--- src/sv/scta_pkg.sv ---
// Shared types, key codes and keymap tables of the scancode decoder.
// No dependencies.
package scta_pkg;

   localparam logic REQ_PUSH = 1'b0;
   localparam logic REQ_POLL = 1'b1;

   localparam logic [6:0] KEY_CTRL   = 7'h1d;
   localparam logic [6:0] KEY_LSHIFT = 7'h2a;
   localparam logic [6:0] KEY_RSHIFT = 7'h36;
   localparam logic [6:0] KEY_ALT    = 7'h38;
   localparam logic [6:0] KEY_CAPS   = 7'h3a;
   localparam int         KEY_NUM    = 58;
   localparam logic [6:0] KEY_LIMIT  = 7'(KEY_NUM);

   localparam int FLAG_CTRL  = 0;
   localparam int FLAG_SHIFT = 1;
   localparam int FLAG_ALT   = 2;
   localparam int FLAG_CAPS  = 3;

   typedef logic [3:0] scta_flags_type;

   typedef struct packed {
      logic       wr;
      logic [6:0] ch;
   } scta_push_type;

   localparam logic [7:0] PLAIN_MAP [KEY_NUM] = '{
      8'h00, 8'h00, "1",   "2",   "3",   "4",   "5",   "6",   "7",   "8",   "9",   "0",
      "-",   "=",   8'h08, 8'h09, "q",   "w",   "e",   "r",   "t",   "y",   "u",   "i",
      "o",   "p",   "[",   "]",   8'h0a, 8'h00, "a",   "s",   "d",   "f",   "g",   "h",
      "j",   "k",   "l",   ";",   "'",   "#",   8'h00, "\\",  "z",   "x",   "c",   "v",
      "b",   "n",   "m",   ",",   ".",   "/",   8'h00, "*",   8'h00, " "
   };

   localparam logic [7:0] SHIFT_MAP [KEY_NUM] = '{
      8'h00, 8'h00, "!",   "\"",  "#",   "$",   "%",   "^",   "&",   "*",   "(",   ")",
      "_",   "+",   8'h08, 8'h09, "Q",   "W",   "E",   "R",   "T",   "Y",   "U",   "I",
      "O",   "P",   "{",   "}",   8'h0a, 8'h00, "A",   "S",   "D",   "F",   "G",   "H",
      "J",   "K",   "L",   ":",   "@",   "~",   8'h00, "|",   "Z",   "X",   "C",   "V",
      "B",   "N",   "M",   "<",   ">",   "?",   8'h00, "*",   8'h00, " "
   };

endpackage

--- src/sv/scta_decode.sv ---
// Modifier tracking and keymap lookup for one scancode word.
// Depends on scta_pkg.
module scta_decode (
   input  logic                   clock,
   input  logic                   reset,
   input  logic                   en,
   input  logic [7:0]             scancode,
   output scta_pkg::scta_push_type push
);
   import scta_pkg::*;

   localparam logic [6:0] CH_LA = 7'h61;
   localparam logic [6:0] CH_LZ = 7'h7a;
   localparam logic [6:0] CH_UA = 7'h41;
   localparam logic [6:0] CH_UZ = 7'h5a;
   localparam logic [6:0] CASE_BIT = 7'h20;

   scta_flags_type flags_ff, flags_in;
   logic           released;
   logic [6:0]     key;
   logic [5:0]     idx;
   logic [7:0]     raw;
   logic [6:0]     ch;
   logic           letter;

   always_comb begin
      released = scancode[7];
      key      = scancode[6:0];
      idx      = key[5:0];
      raw      = flags_ff[FLAG_SHIFT] ? SHIFT_MAP[idx] : PLAIN_MAP[idx];
      letter   = (raw[6:0] >= CH_LA && raw[6:0] <= CH_LZ) ||
                 (raw[6:0] >= CH_UA && raw[6:0] <= CH_UZ);
      ch       = (flags_ff[FLAG_CAPS] && letter) ? (raw[6:0] ^ CASE_BIT) : raw[6:0];
      flags_in = flags_ff;
      push.wr  = 1'b0;
      push.ch  = ch;
      if (en) begin
         case (key) inside
            KEY_CTRL: begin
               flags_in[FLAG_CTRL] = !released;
            end
            KEY_LSHIFT, KEY_RSHIFT: begin
               flags_in[FLAG_SHIFT] = !released;
            end
            KEY_ALT: begin
               flags_in[FLAG_ALT] = !released;
            end
            KEY_CAPS: begin
               if (!released) flags_in[FLAG_CAPS] = !flags_ff[FLAG_CAPS];
            end
            default: begin
               push.wr = !released && !flags_ff[FLAG_CTRL] && !flags_ff[FLAG_ALT] &&
                         (key < KEY_LIMIT) && (ch != 7'd0);
            end
         endcase
      end
   end

   always_ff @(posedge clock) begin
      if (reset) begin
         flags_ff <= '0;
      end else begin
         flags_ff <= flags_in;
      end
   end

endmodule

--- src/sv/scta_fifo.sv ---
// Ring buffer of characters with drop-on-full and registered read data.
// Depends on scta_pkg.
module scta_fifo #(
   parameter int DEPTH = 64
) (
   input  logic                    clock,
   input  logic                    reset,
   input  scta_pkg::scta_push_type push,
   input  logic                    poll,
   output logic                    has_data,
   output logic [6:0]              rd_data_ff
);
   import scta_pkg::*;

   localparam int PTR_W = (DEPTH > 1) ? $clog2(DEPTH) : 1;
   localparam int CNT_W = $clog2(DEPTH + 1);
   localparam logic [PTR_W-1:0] PTR_LAST = PTR_W'(DEPTH - 1);
   localparam logic [CNT_W-1:0] CNT_FULL = CNT_W'(DEPTH);

   logic [6:0]       mem_ff [DEPTH];
   logic [PTR_W-1:0] rd_ptr_ff, rd_ptr_in;
   logic [PTR_W-1:0] wr_ptr_ff, wr_ptr_in;
   logic [CNT_W-1:0] count_ff, count_in;
   logic             wr_en;
   logic             rd_en;

   always_comb begin
      has_data  = (count_ff != '0);
      wr_en     = push.wr && (count_ff != CNT_FULL);
      rd_en     = poll && has_data;
      rd_ptr_in = rd_ptr_ff;
      wr_ptr_in = wr_ptr_ff;
      count_in  = count_ff;
      if (wr_en) begin
         wr_ptr_in = (wr_ptr_ff == PTR_LAST) ? '0 : wr_ptr_ff + 1'b1;
         count_in  = count_ff + 1'b1;
      end
      if (rd_en) begin
         rd_ptr_in = (rd_ptr_ff == PTR_LAST) ? '0 : rd_ptr_ff + 1'b1;
         count_in  = count_ff - 1'b1;
      end
   end

   always_ff @(posedge clock) begin
      if (reset) begin
         rd_ptr_ff <= '0;
         wr_ptr_ff <= '0;
         count_ff  <= '0;
      end else begin
         rd_ptr_ff <= rd_ptr_in;
         wr_ptr_ff <= wr_ptr_in;
         count_ff  <= count_in;
      end
   end

   always_ff @(posedge clock) begin
      if (wr_en) mem_ff[wr_ptr_ff] <= push.ch;
   end

   always_ff @(posedge clock) begin
      if (rd_en) rd_data_ff <= mem_ff[rd_ptr_ff];
   end

endmodule

--- src/sv/scancode_to_ascii_fifo_top.sv ---
// Top level of the scancode set 1 decoder with character FIFO.
// Depends on scta_pkg, scta_decode and scta_fifo.
//
// Request channel (req_): each word is a push of one scancode byte
// (req_type = 0) or a poll for the oldest stored character (req_type = 1).
// A push returns nothing; it updates ctrl/shift/alt/caps state and may
// store one character, dropped when the FIFO holds FIFO_DEPTH characters.
// Response channel (rsp_): one word per poll, rsp_got_char = 1 with the
// character, or rsp_got_char = 0 and rsp_ascii_char = 0 when empty.
// A poll's response is registered as the poll leaves the request
// register, and a push is seen by a poll accepted in the very next cycle.
// Throughput: one word per cycle while req_stall is low; keymap lookup
// and FIFO update run between the request and the response register.
// While rsp_stall holds a response, pushes still flow; a poll waiting
// behind the held response raises req_stall until the response is taken.
// Reset clears modifier state, pointers and fill count;
// stored characters are not cleared.
module scancode_to_ascii_fifo_top #(
   parameter int FIFO_DEPTH = 64
) (
   input  logic       clock,
   input  logic       reset,
   input  logic       req_valid,
   output logic       req_stall,
   input  logic       req_type,
   input  logic [7:0] req_scancode,
   output logic       rsp_valid,
   input  logic       rsp_stall,
   output logic       rsp_got_char,
   output logic [6:0] rsp_ascii_char
);
   import scta_pkg::*;

   logic          a_valid_ff, a_valid_in;
   logic          a_type_ff;
   logic [7:0]    a_code_ff;
   logic          o_valid_ff, o_valid_in;
   logic          o_got_ff;
   logic          a_blocked;
   logic          a_fire;
   logic          req_take;
   logic          poll_fire;
   logic          has_data;
   logic [6:0]    rd_data_ff;
   scta_push_type push;

   always_comb begin
      a_blocked  = a_valid_ff && (a_type_ff == REQ_POLL) && o_valid_ff && rsp_stall;
      a_fire     = a_valid_ff && !a_blocked;
      poll_fire  = a_fire && (a_type_ff == REQ_POLL);
      req_stall  = a_blocked;
      req_take   = req_valid && !req_stall;
      a_valid_in = req_take ? 1'b1 : (a_fire ? 1'b0 : a_valid_ff);
      o_valid_in = poll_fire ? 1'b1 : ((o_valid_ff && !rsp_stall) ? 1'b0 : o_valid_ff);
   end

   always_ff @(posedge clock) begin
      if (reset) begin
         a_valid_ff <= 1'b0;
         o_valid_ff <= 1'b0;
      end else begin
         a_valid_ff <= a_valid_in;
         o_valid_ff <= o_valid_in;
      end
   end

   always_ff @(posedge clock) begin
      if (req_take) begin
         a_type_ff <= req_type;
         a_code_ff <= req_scancode;
      end
      if (poll_fire) o_got_ff <= has_data;
   end

   scta_decode u_decode (
      .clock    (clock),
      .reset    (reset),
      .en       (a_fire && (a_type_ff == REQ_PUSH)),
      .scancode (a_code_ff),
      .push     (push)
   );

   scta_fifo #(
      .DEPTH (FIFO_DEPTH)
   ) u_fifo (
      .clock      (clock),
      .reset      (reset),
      .push       (push),
      .poll       (poll_fire),
      .has_data   (has_data),
      .rd_data_ff (rd_data_ff)
   );

   assign rsp_valid      = o_valid_ff;
   assign rsp_got_char   = o_got_ff;
   assign rsp_ascii_char = o_got_ff ? rd_data_ff : 7'd0;

endmodule

--- config.mk ---
export PLATFORM = sky130hd
export DESIGN_NAME = scancode_to_ascii_fifo_top
export DESIGN_NICKNAME = d
export VERILOG_FILES = /design/src/sv/scta_pkg.sv /design/src/sv/scta_decode.sv /design/src/sv/scta_fifo.sv /design/src/sv/scancode_to_ascii_fifo_top.sv
export SDC_FILE = /design/constraint.sdc
export NUM_CORES = 1
export LEC_CHECK = 0
export ABC_AREA = 1
export BUFFER_PORTS_ARGS = -buffer_cell sky130_fd_sc_hd__buf_2
export CORE_MARGIN = 2
export CORE_UTILIZATION = 30
export DETAILED_ROUTE_END_ITERATION = 10
export REMOVE_ABC_BUFFERS = 1
export SYNTH_ARGS = -nofsm -noshare
export SYNTH_HDL_FRONTEND = slang
export SYNTH_SLANG_ARGS = --single-unit
--- constraint.sdc ---
create_clock -name clock -period 12.8 [get_ports clock]
set_input_delay 1.92 -clock clock [delete_from_list [all_inputs] [get_ports clock]]
set_output_delay 1.92 -clock clock [all_outputs]
set_load 0.005 [all_outputs]
### Yosys cells after proc, flatten, opt, wreduce, memory -nomap -nowiden

Memories as Yosys holds them, arrays and structs flattened. A register that Yosys moved wholly into a read port is not among the register bits.
Index checks and enable logic that the tools add are counted.

| word-level totals | value |
|---|---|
| flip-flop bits (word level) | 35 |
| RAM bits | 448 |
| bits in read-only memories | 1024 |
| input port bits | 13 |
| output and inout port bits | 10 |
| logic and storage cells | 96 |
| memories | 3 |

Memories:

| name | depth | bits a word | read ports | clocked after memory_dff | write ports | line | text |
|---|---|---|---|---|---|---|---|
| (name not given) | 64 | 8 | 1 | 0 | 0 | scta_decode.sv:30 | `raw = flags_ff[FLAG_SHIFT] ? SHIFT_MAP[idx] : PLAIN_MAP[idx];` |
| (name not given) | 64 | 8 | 1 | 0 | 0 | scta_decode.sv:30 |  |
| u_fifo.mem_ff | 64 | 7 | 1 | 1 | 1 | scta_fifo.sv:20 | `logic [6:0] mem_ff [DEPTH];` |

| operators by class | value |
|---|---|
| add/subtract/negate cells | 4 |
| order comparisons | 6 |
| equality and inequality tests | 8 |
| mux-type cells | 22 |
| bitwise gates (word level) | 7 |
| reduce and logical (&&, ||, !) cells | 34 |

Operators with widths:

| cell | count |
|---|---|
| $mux W7 | 8 |
| $eq A7 B6 Y1 const B | 4 |
| $ge A7 B7 Y1 const B | 3 |
| $mux W6 | 3 |
| $logic_and A1 B1 Y1 | 17 |
| $le A7 B7 Y1 const B | 2 |
| $reduce_bool A7 Y1 | 2 |
| $add A6 B1 Y6 const B | 2 |
| $eq A6 B6 Y1 const B | 2 |
| $mux W1 | 11 |
| $add A7 B1 Y7 const B | 1 |
| $eq A7 B5 Y1 const B | 1 |
| $lt A7 B6 Y1 const B | 1 |
| $ne A7 B7 Y1 const B | 1 |
| $not A6 Y7 | 1 |
| $sub A7 B1 Y7 const B | 1 |
| $logic_not A1 Y1 | 6 |
| $not A1 Y1 | 6 |
| $reduce_and A6 Y1 | 1 |
| $reduce_bool A2 Y1 | 3 |
| $reduce_and A4 Y1 | 1 |
| $reduce_and A3 Y1 | 1 |
| $reduce_and A2 Y1 | 1 |
| $reduce_or A2 Y1 | 1 |
| $logic_or A1 B1 Y1 | 1 |

### Depth between registers and ports, before layout

| logic depth | value |
|---|---|
| word-level depth | 20 |
| gate-level depth with buffers | 22 |
| mapped depth without buffers | 22 |

### Hierarchy

A second synthesis with hierarchy kept.

| second synthesis, totals | value |
|---|---|
| cell total of the unflattened synthesis | 2319 |
| area total of the unflattened synthesis | 22404.0 um2 |

By module, submodules not included:

| module | instances | cells each | area an instance (um2) | seq. area each (um2) |
|---|---|---|---|---|
| scta_fifo | 1 | 2004 | 20507.2 | 14043.5 |
| scta_decode | 1 | 278 | 1450.1 | 80.1 |
| scancode_to_ascii_fifo_top | 1 | 37 | 446.7 | 340.3 |

### Least setup slack after synthesis

No wires, ideal clock.

| timing path | value |
|---|---|
| path kind | register to register |
| start point | register a_code_ff[1] |
| end point | memory u_fifo.mem_ff[36][0], enable pin |
| setup time | 0.360 ns |
| arrival time | 4.417 ns |
| required time | 12.440 ns |
| slack | 8.023 ns |
| stages on the path, launching flop included | 15 |
| path buffers | 0 |
| period minus slack after synthesis | 4.777 ns |
| path through | edfxtp_1 > inv_1 > ha_1 > nand2_1 > nand2_1 > nand3_1 > o2111ai_1 > nand2_1 > inv_1 > nand4_1 > nand3_2 > nand2_4 > nor2_8 > nand3_4 > nor2_1 |

RTL lines:

| item | line | text |
|---|---|---|
| start, declared | scancode_to_ascii_fifo_top.sv:36 | `logic [7:0] a_code_ff;` |
| start signal, assigned | scancode_to_ascii_fifo_top.sv:70 | `a_code_ff <= req_scancode;` |
| end, declared | scta_fifo.sv:20 |  |

==> metrics.md <==
| Metric | Value |
|---|---|
| Outcome | `completed` |
| Post-synth top area share | `approximately 67%` |
| Antenna viol nets, final | `0` |
| TritonCTS clock tree | `yes` |
| RSZ-0062 raised after global routing | `false` |
| Cell taking the most area after synthesis | `edfxtp_1` |
| Count of cell types in the netlist | `45` |
| Top post-synthesis cells by area | `edfxtp_1, nor2_1, o21ai_0` |
| Peak supply drop | `0.0956 mV` |
| RePlAce Congestion | `0.886` |
| Sequential share of the synthesized area | `between 60% and 70%` |
| Synth Area per Inst | `11.6 um2` |
| Num rows | `96` |
| Critical Path, Cell by Cell | `inv_1 -> ha_1 -> inv_1 -> nand2_1 -> nand3_1 -> nand3_1 -> nand2_1 -> nand2_1 -> nand2_1 -> nor2_4 -> buf_4 -> nor2_1 -> nand2_1 -> nand4_1 -> nand3_2 -> nand2_4 -> inv_2 -> nand2_2 -> nor2_1` |
| Max Root-Sink Buffers | `3` |
| Drt initial violations | `1,401` |
| Die width | `268 um` |
| Post-CTS Hold Buffers | `0` |
| Mapped Area | `roughly 21,000 um2` |
| Antenna Cells | `0` |
| Fmax achieved | `212 MHz` |
| Worst-skew pair later-pin latency | `600 ps` |
| Tmin final | `around 4700 ps` |
| Routed len/inst | `just under 20 um` |
| Layout Nets | `1,812` |
| Via count | `14,100` |
| Max H-tree Level | `2` |
| Worst hold path class | `register to register` |
| Final Hold Fails | `0` |
| Cells after synthesis | `1,794` |
| Slew margin rel. | `38.1%` |
| HPWL after DPL | `around 33,000 um` |
| Crit-path max FO | `66` |
| Crit-path slowest cell | `buf_4` |
| Vias per Instance | `5.15` |
| Initial Util | `30.4%` |
| Yosys warning count | `0` |
| WP data arrival | `4920 ps` |
| Largest net degree at the start of global routing | `128` |
| Initial antenna violation count | `0` |
| TritonRoute pass-1 iters | `5` |
| Static Leak | `7.69 nW` |
| Ys flop type | `edfxtp_1` |
| Placed cell count | `2,658` |
| Hold slack | `459 ps` |
| Die footprint | `71,700 um2` |
| Post-cts sizing count | `0` |
| Post-CTS Setup Inserts | `0` |
| Layout area overhead | `12.2%` |
| Endpoint type of the worst setup path | `register` |
| Residual DRC count | `0` |
| Routed WL | `~54,000 um` |
| Least-Margin Pin Slew | `929 ps` |
| Clk_skew | `30.2 ps` |
| Slowest stage delay, CP | `620 ps` |
| Final Slew Violations | `0` |
| Grt ovf | `0` |
| PortBufs | `22` |
| Fin crit share | `36.9%` |
| Num CTS Buffers | `48` |
| Core area | `68,700 um2` |
| Die height | `approximately 270 um` |
| CP startpoint kind | `register` |
| Crit path kind | `register to register` |
| Final Non-Filler Cells | `2,746` |
| Final Setup Violations | `0` |
| Total track usage | `15.0%` |
| Layout cells sized above 1 | `between 8 and 9%` |
| IO Count | `23` |
| CP most frequent cell | `nand2_1` |
| Setup_tns | `0 ps` |
| Post-synthesis async set-or-reset flop share | `0%` |
| Worst Path Required | `13,000 ps` |
| Clock Root Buffer | `clkbuf_16` |
| Max-Cap Viols | `0` |
| First-pass GRT wire length | `82,800 um` |
| Synthesized flop and latch total | `490` |
| Number of enable flip-flop cells after synthesis | `465` |
| CTS clock-pin slew for the worst setup and hold paths | `50 ps` |
| CTS sink cnt | `490` |
| Vias in the first global route | `14,100` |
| Pwr Density | `between 100 and 150 nW/um2` |
==> metrics by stage <==
stage	setup WS, ps	util, %	cell area [um2]	power (mW)
3_5_place_dp	8050	31.8	21900	1.97
5_1_grt	7660	34.1	23400	3.42
4_1_cts	8060	34.1	23400	3.35
3_3_place_gp	8140	31.8	21900	1.97
2_1_floorplan	5180	-	20400	1.90
6_report	8080	34.1	23400	3.33
==> worst paths after layout <==
check / end / startpoint / cells past startpoint / slack (ps)
max: u_fifo.mem_ff[55][4] / a_code_ff[1] / 19 / 8080
max reg2reg: u_fifo.mem_ff[55][4] / a_code_ff[1] / 19 / 8080
min reg2reg: u_decode.flags_ff[0] / u_decode.flags_ff[0] / 2 / 460
min: u_decode.flags_ff[0] / u_decode.flags_ff[0] / 2 / 460
==> synth_stat cells (3+ instances only) <==
master	number
nor2_2	4
ha_1	21
buf_4	6
nand4_1	21
inv_1	58
o21ai_0	244
a31oi_1	4
a21oi_1	36
inv_2	7
buf_2	3
nand2_1	215
o221ai_1	45
o21ai_1	3
nand3_1	82
nor3_1	7
o211ai_1	11
clkbuf_1	91
edfxtp_1	465
xor2_1	7
o22ai_1	67
nand3_4	7
nor2_1	330
buf_6	3
dfxtp_1	25
nand3_2	3
==> sequential cells by signal, summed over array words and instances (netlist names) <==
signal and flops:
u_fifo.mem_ff 448, a_code_ff 8, u_fifo.count_ff 7, u_fifo.rd_data_ff 7
u_fifo.rd_ptr_ff 6, u_fifo.wr_ptr_ff 6, u_decode.flags_ff 4, a_type_ff 1
a_valid_ff 1, rsp_got_char 1, rsp_valid 1
==> where the power goes <==
group | switching (mW) | internal (mW)
sequential | 0.00640 | 1.79
combinational | 0.112 | 0.0253
clock | 0.599 | 0.795
==> layer usage <==
| metal | up-vias | part of all wire [%] | global-route usage, % | wire [um] |
|---|---|---|---|---|
| li1 | 6498 | - | - | - |
| met1 | 6973 | 43 | 19.9 | 23000 |
| met2 | 569 | 47 | 24.4 | 25100 |
| met3 | 100 | 7.1 | 2.49 | 3840 |
| met4 | 0 | 3.2 | 6.01 | 1740 |
| met5 | - | 0 | 0 | 0 |
==> cell families (layout without fill, tap and decap cells) <==
kind of cell | Yosys count | in the layout | synth area share [%]
AO/OA/AOI/OAI | 420 | 420 | 11.6
XOR/XNOR | 8 | 8 | 0.336
adder cells (fa/ha/maj) | 22 | 22 | 1.36
buffers and inverters | 172 | 193 | 3.35
flip-flops | 490 | 490 | 69.3
AND/OR/NAND/NOR | 682 | 682 | 14.0
==> cell type report <==
| type | instances | area, um2 |
|---|---|---|
| clock buffers | 60 | 1280 |
| clock inverters | 28 | 277 |
| fillers | 6841 | 45300 |
| inverters | 67 | 262 |
| multi-input cells | 1132 | 5730 |
| flip-flops and latches | 490 | 14500 |
| well taps | 931 | 1160 |
| repair buffers | 38 | 230 |
==> cell usage in the layout, fill, tap and decap left out, types with 3 or more instances in the layout <==
cell type / n
nor2_2: 4
o21ai_0: 244
buf_4: 16
bufinv_16: 4
a31oi_1: 4
o221ai_1: 45
clkbuf_16: 49
nor2_1: 329
inv_2: 9
nand3_4: 7
a21oi_1: 36
nand3_2: 3
clkinv_2: 13
nand2_1: 213
clkbuf_1: 10
nand2_2: 3
xor2_1: 7
inv_6: 3
clkinv_1: 6
buf_2: 22
o211ai_1: 11
o22ai_1: 67
ha_1: 21
nand4_1: 21
nand3_1: 82
dfxtp_1: 23
nor3_1: 7
edfxtp_1: 465
inv_1: 55
o21ai_1: 3
==> worst max-delay path: cells and delay by family (launching register included) <==
family                     cells  cell delay (ps)
and+or+nand+nor               14             2210
buffers and inverters          4             1120
DFF                            1              570
adders and majority gates      1              400
(Power assumes the default switching activity.)
